File: src/rtl/core/ecd_pkg.sv
package ecd_pkg;

  localparam int unsigned DELTA_W  = 5;
  localparam int unsigned KEY_W    = 2;
  localparam int unsigned BRIGHT_W = 7;
  localparam int unsigned TEMP_W   = 13;
  localparam int unsigned DUTY_W   = 10;
  localparam int unsigned STEP_W   = 9;

  localparam logic [TEMP_W-1:0]   TEMP_MIN    = 13'd2700;
  localparam logic [TEMP_W-1:0]   TEMP_MAX    = 13'd6500;
  localparam logic [TEMP_W-1:0]   TEMP_RESET  = 13'd5500;
  localparam logic [BRIGHT_W-1:0] BRIGHT_MAX  = 7'd100;
  localparam logic [DUTY_W-1:0]   DUTY_FULL   = 10'd1000;
  localparam logic [STEP_W-1:0]   STEP_RESET  = 9'd50;
  localparam logic signed [DELTA_W-1:0] DELTA_LIMIT = 5'sd11;

  // 1000*(t-2700)/3800 reduces to 5*d/19
  localparam logic [15:0] RECIP_19  = 16'd55189;   // ceil(2^20/19)
  localparam int unsigned SHIFT_19  = 20;
  localparam logic [17:0] RECIP_100 = 18'd167773;  // ceil(2^24/100)
  localparam int unsigned SHIFT_100 = 24;

  typedef enum logic [KEY_W-1:0] {
    KEY_IDLE     = 2'd0,
    KEY_HELD     = 2'd1,
    KEY_RELEASED = 2'd2,
    KEY_UNUSED   = 2'd3
  } key_t;

  // one strobe per datapath step
  typedef struct packed {
    logic load;
    logic prod;
    logic update;
    logic div;
    logic divc;
    logic scale;
    logic recip;
    logic fin;
  } cmd_t;

endpackage

File: src/rtl/core/encoder_cct_dimmer.sv
// Rotary-knob dimmer for a warm/cool tunable-white lamp.
// Input channel (in_valid/in_stall): one transaction per knob polling tick,
//   carrying the saturated encoder delta and the key state.
// Result channel (out_valid/out_stall): one transaction per input tick with
//   brightness, color temperature, power flag, the two PWM compare values
//   and the menu request flag.
// Config port (cfg_we/cfg_wdata): kelvin per accelerated detent. It is to be
//   written only while no tick is in flight; the block does not enforce this.
// The controller walks the datapath through its steps in order: multiply,
//   update, two reciprocal divides (by 19, then by 100 after brightness
//   scaling), and takes no new tick until the sequence is through.
// in_stall is low only while the controller idles. A finished result sits
//   in the output register, so the next tick can be taken while the
//   receiver stalls; that tick then waits in its last step until the
//   register frees up.
// Reset (synchronous, rst_n low): brightness 0, 5500 K, lamp off, no
//   pending press, step 50 K, both channels empty.
module encoder_cct_dimmer (
  input  logic                                clk,
  input  logic                                rst_n,
  input  logic                                in_valid,
  output logic                                in_stall,
  input  logic signed [ecd_pkg::DELTA_W-1:0]  in_encoder_delta,
  input  logic [ecd_pkg::KEY_W-1:0]           in_key_state,
  output logic                                out_valid,
  input  logic                                out_stall,
  output logic [ecd_pkg::BRIGHT_W-1:0]        out_brightness,
  output logic [ecd_pkg::TEMP_W-1:0]          out_color_temp,
  output logic                                out_power_on,
  output logic [ecd_pkg::DUTY_W-1:0]          out_warm_duty,
  output logic [ecd_pkg::DUTY_W-1:0]          out_cool_duty,
  output logic                                out_menu_request,
  input  logic                                cfg_we,
  input  logic [ecd_pkg::STEP_W-1:0]          cfg_wdata
);
  import ecd_pkg::*;

  // step strobes from the sequencer to the datapath
  cmd_t cmd;

  ecd_ctrl u_ctrl (
    .clk       (clk),
    .rst_n     (rst_n),
    .in_valid  (in_valid),
    .in_stall  (in_stall),
    .out_valid (out_valid),
    .out_stall (out_stall),
    .cmd       (cmd)
  );

  // holds lamp state, temp step and the result register
  ecd_dp u_dp (
    .clk              (clk),
    .rst_n            (rst_n),
    .cmd              (cmd),
    .in_encoder_delta (in_encoder_delta),
    .in_key_state     (in_key_state),
    .cfg_we           (cfg_we),
    .cfg_wdata        (cfg_wdata),
    .out_brightness   (out_brightness),
    .out_color_temp   (out_color_temp),
    .out_power_on     (out_power_on),
    .out_warm_duty    (out_warm_duty),
    .out_cool_duty    (out_cool_duty),
    .out_menu_request (out_menu_request)
  );

endmodule

File: src/rtl/core/ecd_ctrl.sv
module ecd_ctrl (
  input  logic          clk,
  input  logic          rst_n,
  input  logic          in_valid,
  output logic          in_stall,
  output logic          out_valid,
  input  logic          out_stall,
  output ecd_pkg::cmd_t cmd
);
  import ecd_pkg::*;

  typedef enum logic [7:0] {
    S_IDLE  = 8'b0000_0001,
    S_PROD  = 8'b0000_0010,
    S_UPD   = 8'b0000_0100,
    S_DIV   = 8'b0000_1000,
    S_DIVC  = 8'b0001_0000,
    S_SCALE = 8'b0010_0000,
    S_RECIP = 8'b0100_0000,
    S_FIN   = 8'b1000_0000
  } state_t;

  state_t state_r, state_nxt;
  logic   out_valid_r, out_valid_nxt;
  logic   in_accept;
  logic   out_free;

  assign in_stall  = (state_r != S_IDLE);
  assign in_accept = in_valid && !in_stall;
  assign out_free  = !out_valid_r || !out_stall;
  assign out_valid = out_valid_r;

  always_comb begin
    cmd        = '0;
    cmd.load   = in_accept;
    cmd.prod   = (state_r == S_PROD);
    cmd.update = (state_r == S_UPD);
    cmd.div    = (state_r == S_DIV);
    cmd.divc   = (state_r == S_DIVC);
    cmd.scale  = (state_r == S_SCALE);
    cmd.recip  = (state_r == S_RECIP);
    cmd.fin    = (state_r == S_FIN) && out_free;
  end

  always_comb begin
    state_nxt = state_r;
    case (state_r)
      S_IDLE:  if (in_accept) state_nxt = S_PROD;
      S_PROD:  state_nxt = S_UPD;
      S_UPD:   state_nxt = S_DIV;
      S_DIV:   state_nxt = S_DIVC;
      S_DIVC:  state_nxt = S_SCALE;
      S_SCALE: state_nxt = S_RECIP;
      S_RECIP: state_nxt = S_FIN;
      S_FIN:   if (out_free) state_nxt = S_IDLE;
      default: state_nxt = S_IDLE;
    endcase
  end

  always_comb begin
    out_valid_nxt = out_valid_r;
    if (out_valid_r && !out_stall) out_valid_nxt = 1'b0;
    if (cmd.fin) out_valid_nxt = 1'b1;
  end

  always_ff @(posedge clk) begin
    if (!rst_n) begin
      state_r     <= S_IDLE;
      out_valid_r <= 1'b0;
    end else begin
      state_r     <= state_nxt;
      out_valid_r <= out_valid_nxt;
    end
  end

  a_accept_starts: assert property (@(posedge clk) disable iff (!rst_n)
    in_accept |=> (state_r == S_PROD))
    else $error("accepted transaction did not start the sequence");

  a_no_overwrite: assert property (@(posedge clk) disable iff (!rst_n)
    cmd.fin |-> !(out_valid_r && out_stall))
    else $error("result register overwritten while stalled");

  a_fin_holds: assert property (@(posedge clk) disable iff (!rst_n)
    (state_r == S_FIN && out_valid_r && out_stall) |=> (state_r == S_FIN))
    else $error("left final step while result still pending");

endmodule

File: src/rtl/core/ecd_dp.sv
module ecd_dp (
  input  logic                                clk,
  input  logic                                rst_n,
  input  ecd_pkg::cmd_t                       cmd,
  input  logic signed [ecd_pkg::DELTA_W-1:0]  in_encoder_delta,
  input  logic [ecd_pkg::KEY_W-1:0]           in_key_state,
  input  logic                                cfg_we,
  input  logic [ecd_pkg::STEP_W-1:0]          cfg_wdata,
  output logic [ecd_pkg::BRIGHT_W-1:0]        out_brightness,
  output logic [ecd_pkg::TEMP_W-1:0]          out_color_temp,
  output logic                                out_power_on,
  output logic [ecd_pkg::DUTY_W-1:0]          out_warm_duty,
  output logic [ecd_pkg::DUTY_W-1:0]          out_cool_duty,
  output logic                                out_menu_request
);
  import ecd_pkg::*;

  // architectural state
  logic [STEP_W-1:0]   step_r;
  logic [BRIGHT_W-1:0] bright_r, bright_nxt;
  logic [TEMP_W-1:0]   temp_r, temp_nxt;
  logic                lamp_r, lamp_nxt;
  logic                rot_r, rot_nxt;
  logic                menu_r, menu_nxt;

  // per-transaction working registers
  logic [KEY_W-1:0]   key_r;
  logic signed [7:0]  accel_r;
  logic signed [17:0] prod_r;
  logic [14:0]        x_r;
  logic [9:0]         q0_r;
  logic [9:0]         cool_base_r, warm_base_r;
  logic [16:0]        yw_r, yc_r;
  logic [9:0]         qw0_r, qc0_r;

  // result register
  logic [BRIGHT_W-1:0] o_bright_r;
  logic [TEMP_W-1:0]   o_temp_r;
  logic                o_power_r;
  logic [DUTY_W-1:0]   o_warm_r, o_cool_r;
  logic                o_menu_r;

  // accel = delta * |delta| after saturation
  logic signed [DELTA_W-1:0] delta_c;
  logic [3:0]                mag;
  logic signed [7:0]         accel_w;
  always_comb begin
    if (in_encoder_delta > DELTA_LIMIT) delta_c = DELTA_LIMIT;
    else if (in_encoder_delta < -DELTA_LIMIT) delta_c = -DELTA_LIMIT;
    else delta_c = in_encoder_delta;
    mag     = delta_c[DELTA_W-1] ? 4'(-delta_c) : delta_c[3:0];
    accel_w = 8'(8'(delta_c) * $signed({4'b0, mag}));
  end

  // kelvin change
  logic signed [17:0] prod_w;
  assign prod_w = 18'({{10{accel_r[7]}}, accel_r} * $signed({9'b0, step_r}));

  // state update
  logic signed [8:0]  bsum;
  logic signed [18:0] tsum;
  always_comb begin
    bright_nxt = bright_r;
    temp_nxt   = temp_r;
    rot_nxt    = rot_r;
    lamp_nxt   = lamp_r;
    menu_nxt   = 1'b0;
    bsum = $signed({2'b0, bright_r}) + $signed({accel_r[7], accel_r});
    tsum = $signed({6'b0, temp_r}) + $signed({prod_r[17], prod_r});
    case (key_t'(key_r))
      KEY_IDLE: begin
        if (bsum < 0) bright_nxt = '0;
        else if (bsum > $signed({2'b0, BRIGHT_MAX})) bright_nxt = BRIGHT_MAX;
        else bright_nxt = bsum[BRIGHT_W-1:0];
      end
      KEY_HELD: begin
        if (accel_r != 0) rot_nxt = 1'b1;
        if (tsum < $signed({6'b0, TEMP_MIN})) temp_nxt = TEMP_MIN;
        else if (tsum > $signed({6'b0, TEMP_MAX})) temp_nxt = TEMP_MAX;
        else temp_nxt = tsum[TEMP_W-1:0];
      end
      KEY_RELEASED: begin
        if (rot_r) rot_nxt = 1'b0;
        else menu_nxt = 1'b1;
      end
      default: ;
    endcase
    if (bright_nxt == 0) lamp_nxt = 1'b0;
    if (key_t'(key_r) == KEY_IDLE && accel_r != 0 && bright_nxt != 0) lamp_nxt = 1'b1;
  end

  // x = 5*(t-2700), q0 ~ x/19
  logic [11:0] d_w;
  logic [14:0] x_w;
  logic [30:0] xm_w;
  assign d_w  = 12'(temp_r - TEMP_MIN);
  assign x_w  = 15'({3'b0, d_w} + {1'b0, d_w, 2'b0});
  assign xm_w = 31'(x_w * RECIP_19);

  // correction and channel bases
  logic [14:0] r19_w, r19c_w;
  logic [9:0]  q_w;
  always_comb begin
    r19_w  = 15'(x_r - 15'(q0_r * 15'd19));
    q_w    = q0_r;
    r19c_w = r19_w;
    if (r19_w >= 15'd19) begin
      q_w    = 10'(q0_r + 10'd1);
      r19c_w = 15'(r19_w - 15'd19);
    end
  end

  // /100 by reciprocal
  logic [34:0] ywm_w, ycm_w;
  assign ywm_w = 35'(yw_r * RECIP_100);
  assign ycm_w = 35'(yc_r * RECIP_100);

  logic [16:0] rw_w, rc_w;
  logic [9:0]  qw_w, qc_w;
  always_comb begin
    rw_w = 17'(yw_r - 17'(qw0_r * 17'd100));
    rc_w = 17'(yc_r - 17'(qc0_r * 17'd100));
    qw_w = (rw_w >= 17'd100) ? 10'(qw0_r + 10'd1) : qw0_r;
    qc_w = (rc_w >= 17'd100) ? 10'(qc0_r + 10'd1) : qc0_r;
  end

  always_ff @(posedge clk) begin
    if (!rst_n) begin
      step_r   <= STEP_RESET;
      bright_r <= '0;
      temp_r   <= TEMP_RESET;
      lamp_r   <= 1'b0;
      rot_r    <= 1'b0;
      menu_r   <= 1'b0;
    end else begin
      if (cfg_we) step_r <= cfg_wdata;
      if (cmd.update) begin
        bright_r <= bright_nxt;
        temp_r   <= temp_nxt;
        lamp_r   <= lamp_nxt;
        rot_r    <= rot_nxt;
        menu_r   <= menu_nxt;
      end
    end
  end

  always_ff @(posedge clk) begin
    if (cmd.load) begin
      key_r   <= in_key_state;
      accel_r <= accel_w;
    end
    if (cmd.prod) prod_r <= prod_w;
    if (cmd.div) begin
      x_r  <= x_w;
      q0_r <= xm_w[SHIFT_19+9:SHIFT_19];
    end
    if (cmd.divc) begin
      cool_base_r <= q_w;
      warm_base_r <= 10'(DUTY_FULL - q_w - {9'b0, (r19c_w != 0)});
    end
    if (cmd.scale) begin
      yw_r <= 17'(warm_base_r * bright_r);
      yc_r <= 17'(cool_base_r * bright_r);
    end
    if (cmd.recip) begin
      qw0_r <= ywm_w[SHIFT_100+9:SHIFT_100];
      qc0_r <= ycm_w[SHIFT_100+9:SHIFT_100];
    end
    if (cmd.fin) begin
      o_bright_r <= bright_r;
      o_temp_r   <= temp_r;
      o_power_r  <= lamp_r;
      o_warm_r   <= lamp_r ? qw_w : '0;
      o_cool_r   <= lamp_r ? qc_w : '0;
      o_menu_r   <= menu_r;
    end
  end

  assign out_brightness   = o_bright_r;
  assign out_color_temp   = o_temp_r;
  assign out_power_on     = o_power_r;
  assign out_warm_duty    = o_warm_r;
  assign out_cool_duty    = o_cool_r;
  assign out_menu_request = o_menu_r;

endmodule
File: config.mk
export PLATFORM = sky130hd
export DESIGN_NAME = encoder_cct_dimmer
export DESIGN_NICKNAME = d
export VERILOG_FILES = /design/src/rtl/core/ecd_pkg.sv /design/src/rtl/core/encoder_cct_dimmer.sv /design/src/rtl/core/ecd_ctrl.sv /design/src/rtl/core/ecd_dp.sv
export SDC_FILE = /design/constraint.sdc
export NUM_CORES = 2
export LEC_CHECK = 0
export ABC_AREA = 1
export BUFFER_PORTS_ARGS = -buffer_cell sky130_fd_sc_hd__buf_2
export CORE_MARGIN = 1
export CORE_UTILIZATION = 67
export DETAILED_ROUTE_END_ITERATION = 6
export GPL_TIMING_DRIVEN = 0
export PLACE_DENSITY = 0.84
export SYNTH_ARGS = -nofsm -noshare
export SYNTH_HDL_FRONTEND = slang
export SYNTH_SLANG_ARGS = --single-unit
File: constraint.sdc
create_clock -name clk -period 10.08 [get_ports clk]
set_input_delay 1.512 -clock clk [delete_from_list [all_inputs] [get_ports clk]]
set_output_delay 1.512 -clock clk [all_outputs]
set_load 0.02 [all_outputs]
After elaboration in Yosys (flattened, before gate mapping)
Index checks and enable logic that the tools add are counted.

Register bits: 210. Output and inout port bits: 44. Word-level logic and storage cells: 116.

$add $sub $neg: 14. $mul: 10. Magnitude comparators: 9. Equal/unequal tests: 14. Muxes and demuxes: 23. Reduce and logical (&&, ||, !) cells: 21.

Operators by type and width (number): $mul 17x18->34 const B (2); $pmux 8 s8 (1); $mul 10x5->15 const B (3); $ge 17x7->1 const B (2); $mul 10x7->17 (2); $sub 17x17->17 (2); $reduce_bool 32->1 (1); $add 10x1->10 const B (3); $mul 15x16->30 const B (1); $mux 10 (3); $mux 13 (2); $mux 7 (3); $add 14x18->19 (1); $gt 19x14->1 const B (1); $lt 19x13->1 const B (1); $mul 8x10->18 (1); $mux 8 (2); $add 12x14->15 (1); $ge 15x5->1 const B (1); $mux 15 (1); $reduce_bool 15->1 (1); $sub 15x15->15 (1); $sub 15x5->15 const B (1); $sub 12x12->12 const B (1); 34 further kinds (53).

Logic depth before layout (Yosys ltp)
Depth in word-level cells: 9. Mapped depth: 41.

Hierarchy
A second synthesis with hierarchy kept.

Cell total of the unflattened synthesis: 4399. Area total of the unflattened synthesis: 37817.5 um^2.

By module, submodules not included: ecd_dp (times used 1, cells an instance 4313, area an instance 37230.7 um^2, seq. area each 5715.5 um^2); ecd_ctrl (times used 1, cells an instance 86, area an instance 586.8 um^2, seq. area each 180.2 um^2).

Worst setup path after synthesis
No wires, ideal clock.

Kind: register to register. Start: register u_dp.temp_r[2]. End: register u_dp.q0_r[6] (data pin). Arrival time: 6.875 ns. Required time: 9.820 ns. Setup slack: 2.945 ns. Stages on the path, launching flop included: 39. Period minus slack after synthesis: 7.135 ns. Cell sequence: dfxtp_1 > ha_1 > inv_1 > nand2_2 > nor2_1 > nand2_2 > nand2_2 > xor2_1 > inv_1 > ha_1 > nand2_1 > nor3_1 > nand2_1 > o211ai_2 > nand3_1 > nand2_1 > nand2_1 > nor2_1 > [... 3 more ...] > fa_1 > inv_1 > fa_1 > inv_1 > fa_1 > inv_1 > fa_1 > inv_1 > ha_1 > a21oi_1 > nor2_1 > a211oi_1 > o21ai_0 > a21boi_0 > o21ai_0 > nand2_1 > nand2_1 > xor2_1.

Word-level cells in the longest chain between the ends: 3.

RTL lines: start: declaration (line ecd_dp.sv:21) `logic [TEMP_W-1:0] temp_r, temp_nxt;`; start signal: assignment (line ecd_dp.sv:139) `temp_r <= temp_nxt;`; $sub 12x12->12 (line ecd_dp.sv:96) `assign d_w = 12'(temp_r - TEMP_MIN);`; $add 12x14->15 (line ecd_dp.sv:97) `assign x_w = 15'({3'b0, d_w} + {1'b0, d_w, 2'b0});`; net u_dp.x_w[14] (line ecd_dp.sv:94) `logic [14:0] x_w;`; $mul 15x16->30 (line ecd_dp.sv:98) `assign xm_w = 31'(x_w * RECIP_19);`; net u_dp.xm_w[26] (line ecd_dp.sv:95) `logic [30:0] xm_w;`; end signal: assignment (line ecd_dp.sv:155) `q0_r <= xm_w[SHIFT_19+9:SHIFT_19];`; end: declaration (line ecd_dp.sv:31) `logic [9:0] q0_r;`.

The timed path passes the listed nets, and every way through them passes these cells. A chain may end at the register's enable or synchronous reset.

Worst setup path in the final report
Same ends and word-level chain as after synthesis.

==> impl_metrics.csv <==
group,metric,value,unit
clock_tree,cts_buffers,26,
route,wl_per_cell,15.8,um
flow_run,maxCapViolCount,0,
route,ant_nets,0,
global_route,grt_pass1_vias,30503,
critical_path,cp_max_fo,8,
critical_path,crit_path_end_kind,"register",
global_route,grt_max_degree,36,
critical_path,cp-endpoint,"u_dp.q0_r[6]",
cells_and_area,fillCellCount,3985,
clock_tree,clock_latency,0.58,ns
placement,gp_congestion,0.950,
critical_path,reg2reg_depth,38,
sta,fin_crit_sh,83.3,%
clock_tree,clockBufferDepth,3,
clock_tree,ctsHtreeMaxLevel,1,
run_status,outcome,"complete, no violations",
logic_synthesis,synth_flop_cell,"edfxtp_1",
cells_and_area,final-instance-count-excl-fill,5253,
global_route,grt_pass1_wl,143000,um
floorplanning,dieWidth,240,um
critical_path,worst-setup-path-type,"reg2reg",
cells_and_area,final_common_cell,"inv_1",
logic_synthesis,yosysWarnings,0,
logic_synthesis,synth_top_area_share,24.2,%
power,power_density,99.1,nW/um^2
route,routed_via_density,5.53,
critical_path,start_kind,"register",
logic_synthesis,synthCells,4385,
sta,timing.final.ws_setup,1.69,ns
worst_hold_path,hold_class,"reg2reg",
sta,hold_viol_final,0,
sta,finalSetupViolCount,0,
critical_path,slowest_delay,0.60,ns
placement,dpl_cell_area,39200,um^2
floorplanning,io_pins,65,
logic_synthesis,synth_area_leaders,"fa_1 24%, ha_1 23%, edfxtp_1 13%",
critical_path,critical-path-slowest-cell,"dfxtp_1",
logic_synthesis,ys_seq_area_share,15.6,%
clock_tree,cts_resized,0,
cells_and_area,diodes,0,
power,ir_drop,0.000456,V
logic_synthesis,synth.distinct_cells,61,
sta,maxSlewViolCount,0,
global_route,antenna_found_initial,0,
route,drc,0,
critical_path,r2r-start,"u_dp.temp_r[2]",
floorplanning,start_util,68.2,%
logic_synthesis,asyncSetResetFlopFracSynth,0,%
sta,finalCriticalPeriod,8.39,ns
clock_tree,ctsHoldBuffers,0,
floorplanning,fp.dieArea,57400,um^2
logic_synthesis,synth.avg_cell_area,8.62,um^2
logic_synthesis,synth_top_cell_by_area,"fa_1",
floorplanning,dieHeight,240,um
clock_tree,clkSinkCount,210,
clock_tree,path_clk_slew,0.06,ns
route,vias,29036,
placement,placed_cells,5204,
sta,skew,0.0229,ns
route,routed_wl,83200,um
logic_synthesis,synth_edf_count,169,
route,first_pass_iters,6,
cells_and_area,final_cell_mix,"1083 x inv_1, 716 x nand2_1, 706 x ha_1",
placement,hpwlAfterDp,69900,um
global_route,globalRouteOverflowTotal,0,
clock_tree,cts_tree,"done",
global_route,grtUsageTotal,30.7,%
critical_path,cp.arrival,8.72,ns
floorplanning,fp-row-count,86,
sta,rsz0062_at_grt,"no",
clock_tree,cts_setup_buffers,0,
cells_and_area,drive_gt1_share,4.79,%
sta,timing.fmax,119,MHz
critical_path,regToRegEndpoint,"u_dp.q0_r[6]",
placement,portBuffers,63,
critical_path,startpoint,"u_dp.temp_r[2]",
clock_tree,ctsRootBufferMaster,"clkbuf_16",
power,power.leakage,0.0221,uW
sta,tightest_slew,0.891,ns
cells_and_area,final_area,40100,um^2
critical_path,required,10.41,ns
logic_synthesis,syn_nets,5570,
logic_synthesis,syn-cell-area,37800,um^2
route,drt_iter0_drc,1707,
sta,tns,0,ns
cells_and_area,syn_to_final_growth,6.03,%
logic_synthesis,ys_seq_elements,210,
sta,slew_headroom,40.4,%
floorplanning,core_area,55400,um^2
critical_path,r2r_slack,1.69,ns
cells_and_area,final_nets,5670,
placement,pre_cts_slack,1.80,ns
## cell families after synthesis
group                    Yosys count  synth area share (%)
AND/OR/NAND/NOR                 1221                  14.1
adder cells (fa/ha/maj)         1164                  47.6
buffers and inverters           1141                  11.3
AO/OA/AOI/OAI                    453                  6.68
flip-flops                       210                  15.6
XOR/XNOR                         196                  4.67
## per-stage QoR
| stage | power, uW | util [%] | hold slack (ns) |
|---|---|---|---|
| global route | 4320 | 72.4 | 0.498 |
| global placement | 2940 | 70.5 | 0.465 |
| finish | 3970 | 72.4 | 0.474 |
| detailed placement | 3000 | 70.7 | 0.461 |
| floorplan | 2570 | - | 0.408 |
| CTS | 3990 | 72.3 | 0.483 |
## how the worst min path moves through the flow
stage	startpoint	endpoint	slack [ns]	cells past startpoint
finish	u_dp.temp_r[10]	u_dp.out_color_temp[10]	0.47	0
global route	u_dp.menu_r	u_dp.out_menu_request	0.50	0
CTS	u_dp.temp_r[10]	u_dp.out_color_temp[10]	0.48	0
detailed placement	u_dp.temp_r[10]	u_dp.out_color_temp[10]	0.46	0
global placement	u_dp.temp_r[10]	u_dp.out_color_temp[10]	0.46	0
floorplan	u_dp.lamp_r	u_dp.out_power_on	0.41	0
## registers in the layout, summed over array words and instances, names as in the netlist, 13 cells and up
name and count:
u_dp.out_color_temp 13, u_dp.prod_r 18, u_dp.temp_r 13, u_dp.x_r 15
u_dp.yc_r 17, u_dp.yw_r 17
## final cells by class
cell class / count / area, um^2 / share of cell area (%)
Multi-Input combinational cell: 3034 / 27700 / 69.0
Clock buffer: 35 / 736 / 1.83
Clock inverter: 13 / 165 / 0.412
Sequential cell: 210 / 5900 / 14.7
Inverter: 1096 / 4110 / 10.3
Tap cell: 748 / 936 / 2.33
Buffer: 45 / 178 / 0.443
Timing Repair Buffer: 72 / 415 / 1.04
## Yosys cell counts (4+ instances only)
| cell | instances |
|---|---|
| xor2_1 | 145 |
| o31ai_1 | 8 |
| nand3_1 | 125 |
| a31oi_1 | 14 |
| inv_2 | 10 |
| or2_2 | 16 |
| inv_1 | 1084 |
| edfxtp_1 | 169 |
| nor3_1 | 42 |
| dfxtp_1 | 41 |
| o21bai_1 | 17 |
| nor2_2 | 5 |
| xnor2_1 | 46 |
| nor2_4 | 5 |
| nand3b_1 | 9 |
| nand4_1 | 52 |
| o21a_1 | 5 |
| nand3_2 | 8 |
| clkbuf_1 | 40 |
| o211ai_1 | 12 |
| nand2_4 | 8 |
| a21o_1 | 15 |
| ha_1 | 706 |
| buf_2 | 4 |
| nor4_1 | 13 |
| a21oi_1 | 244 |
| nand2_1 | 716 |
| nand2_2 | 26 |
| o21ai_0 | 110 |
| a211oi_1 | 5 |
| fa_1 | 458 |
| nor2_1 | 181 |
| and2_1 | 5 |
## worst max-delay path: cells and delay by family (launching register included)
kind,cells,cell delay (ns)
AO/OA/AOI/OAI,6,1.18
flip-flops,1,0.60
adder cells (fa/ha/maj),9,3.46
buffers and inverters,6,0.36
XOR/XNOR,3,0.77
AND/OR/NAND/NOR,14,1.73
## power by group
group	internal (uW)	switching [uW]	leakage, uW	total [uW]
logic	757	1160	0.0196	1910
clock network	572	407	0.000433	978
registers	1070	18.3	0.00197	1080
total	2390	1580	0.0221	3970
## routing by layer
| metal | part of all wire [%] | global-route usage (%) | vias to the layer above |
|---|---|---|---|
| met5 | 0 | 0 | - |
| met4 | 3.8 | 11.3 | 0 |
| met3 | 6.0 | 3.96 | 242 |
| met2 | 49 | 54.4 | 901 |
| met1 | 41 | 38.1 | 13873 |
| li1 | - | - | 14020 |
Note: power is estimated with default switching activity, not from simulation.
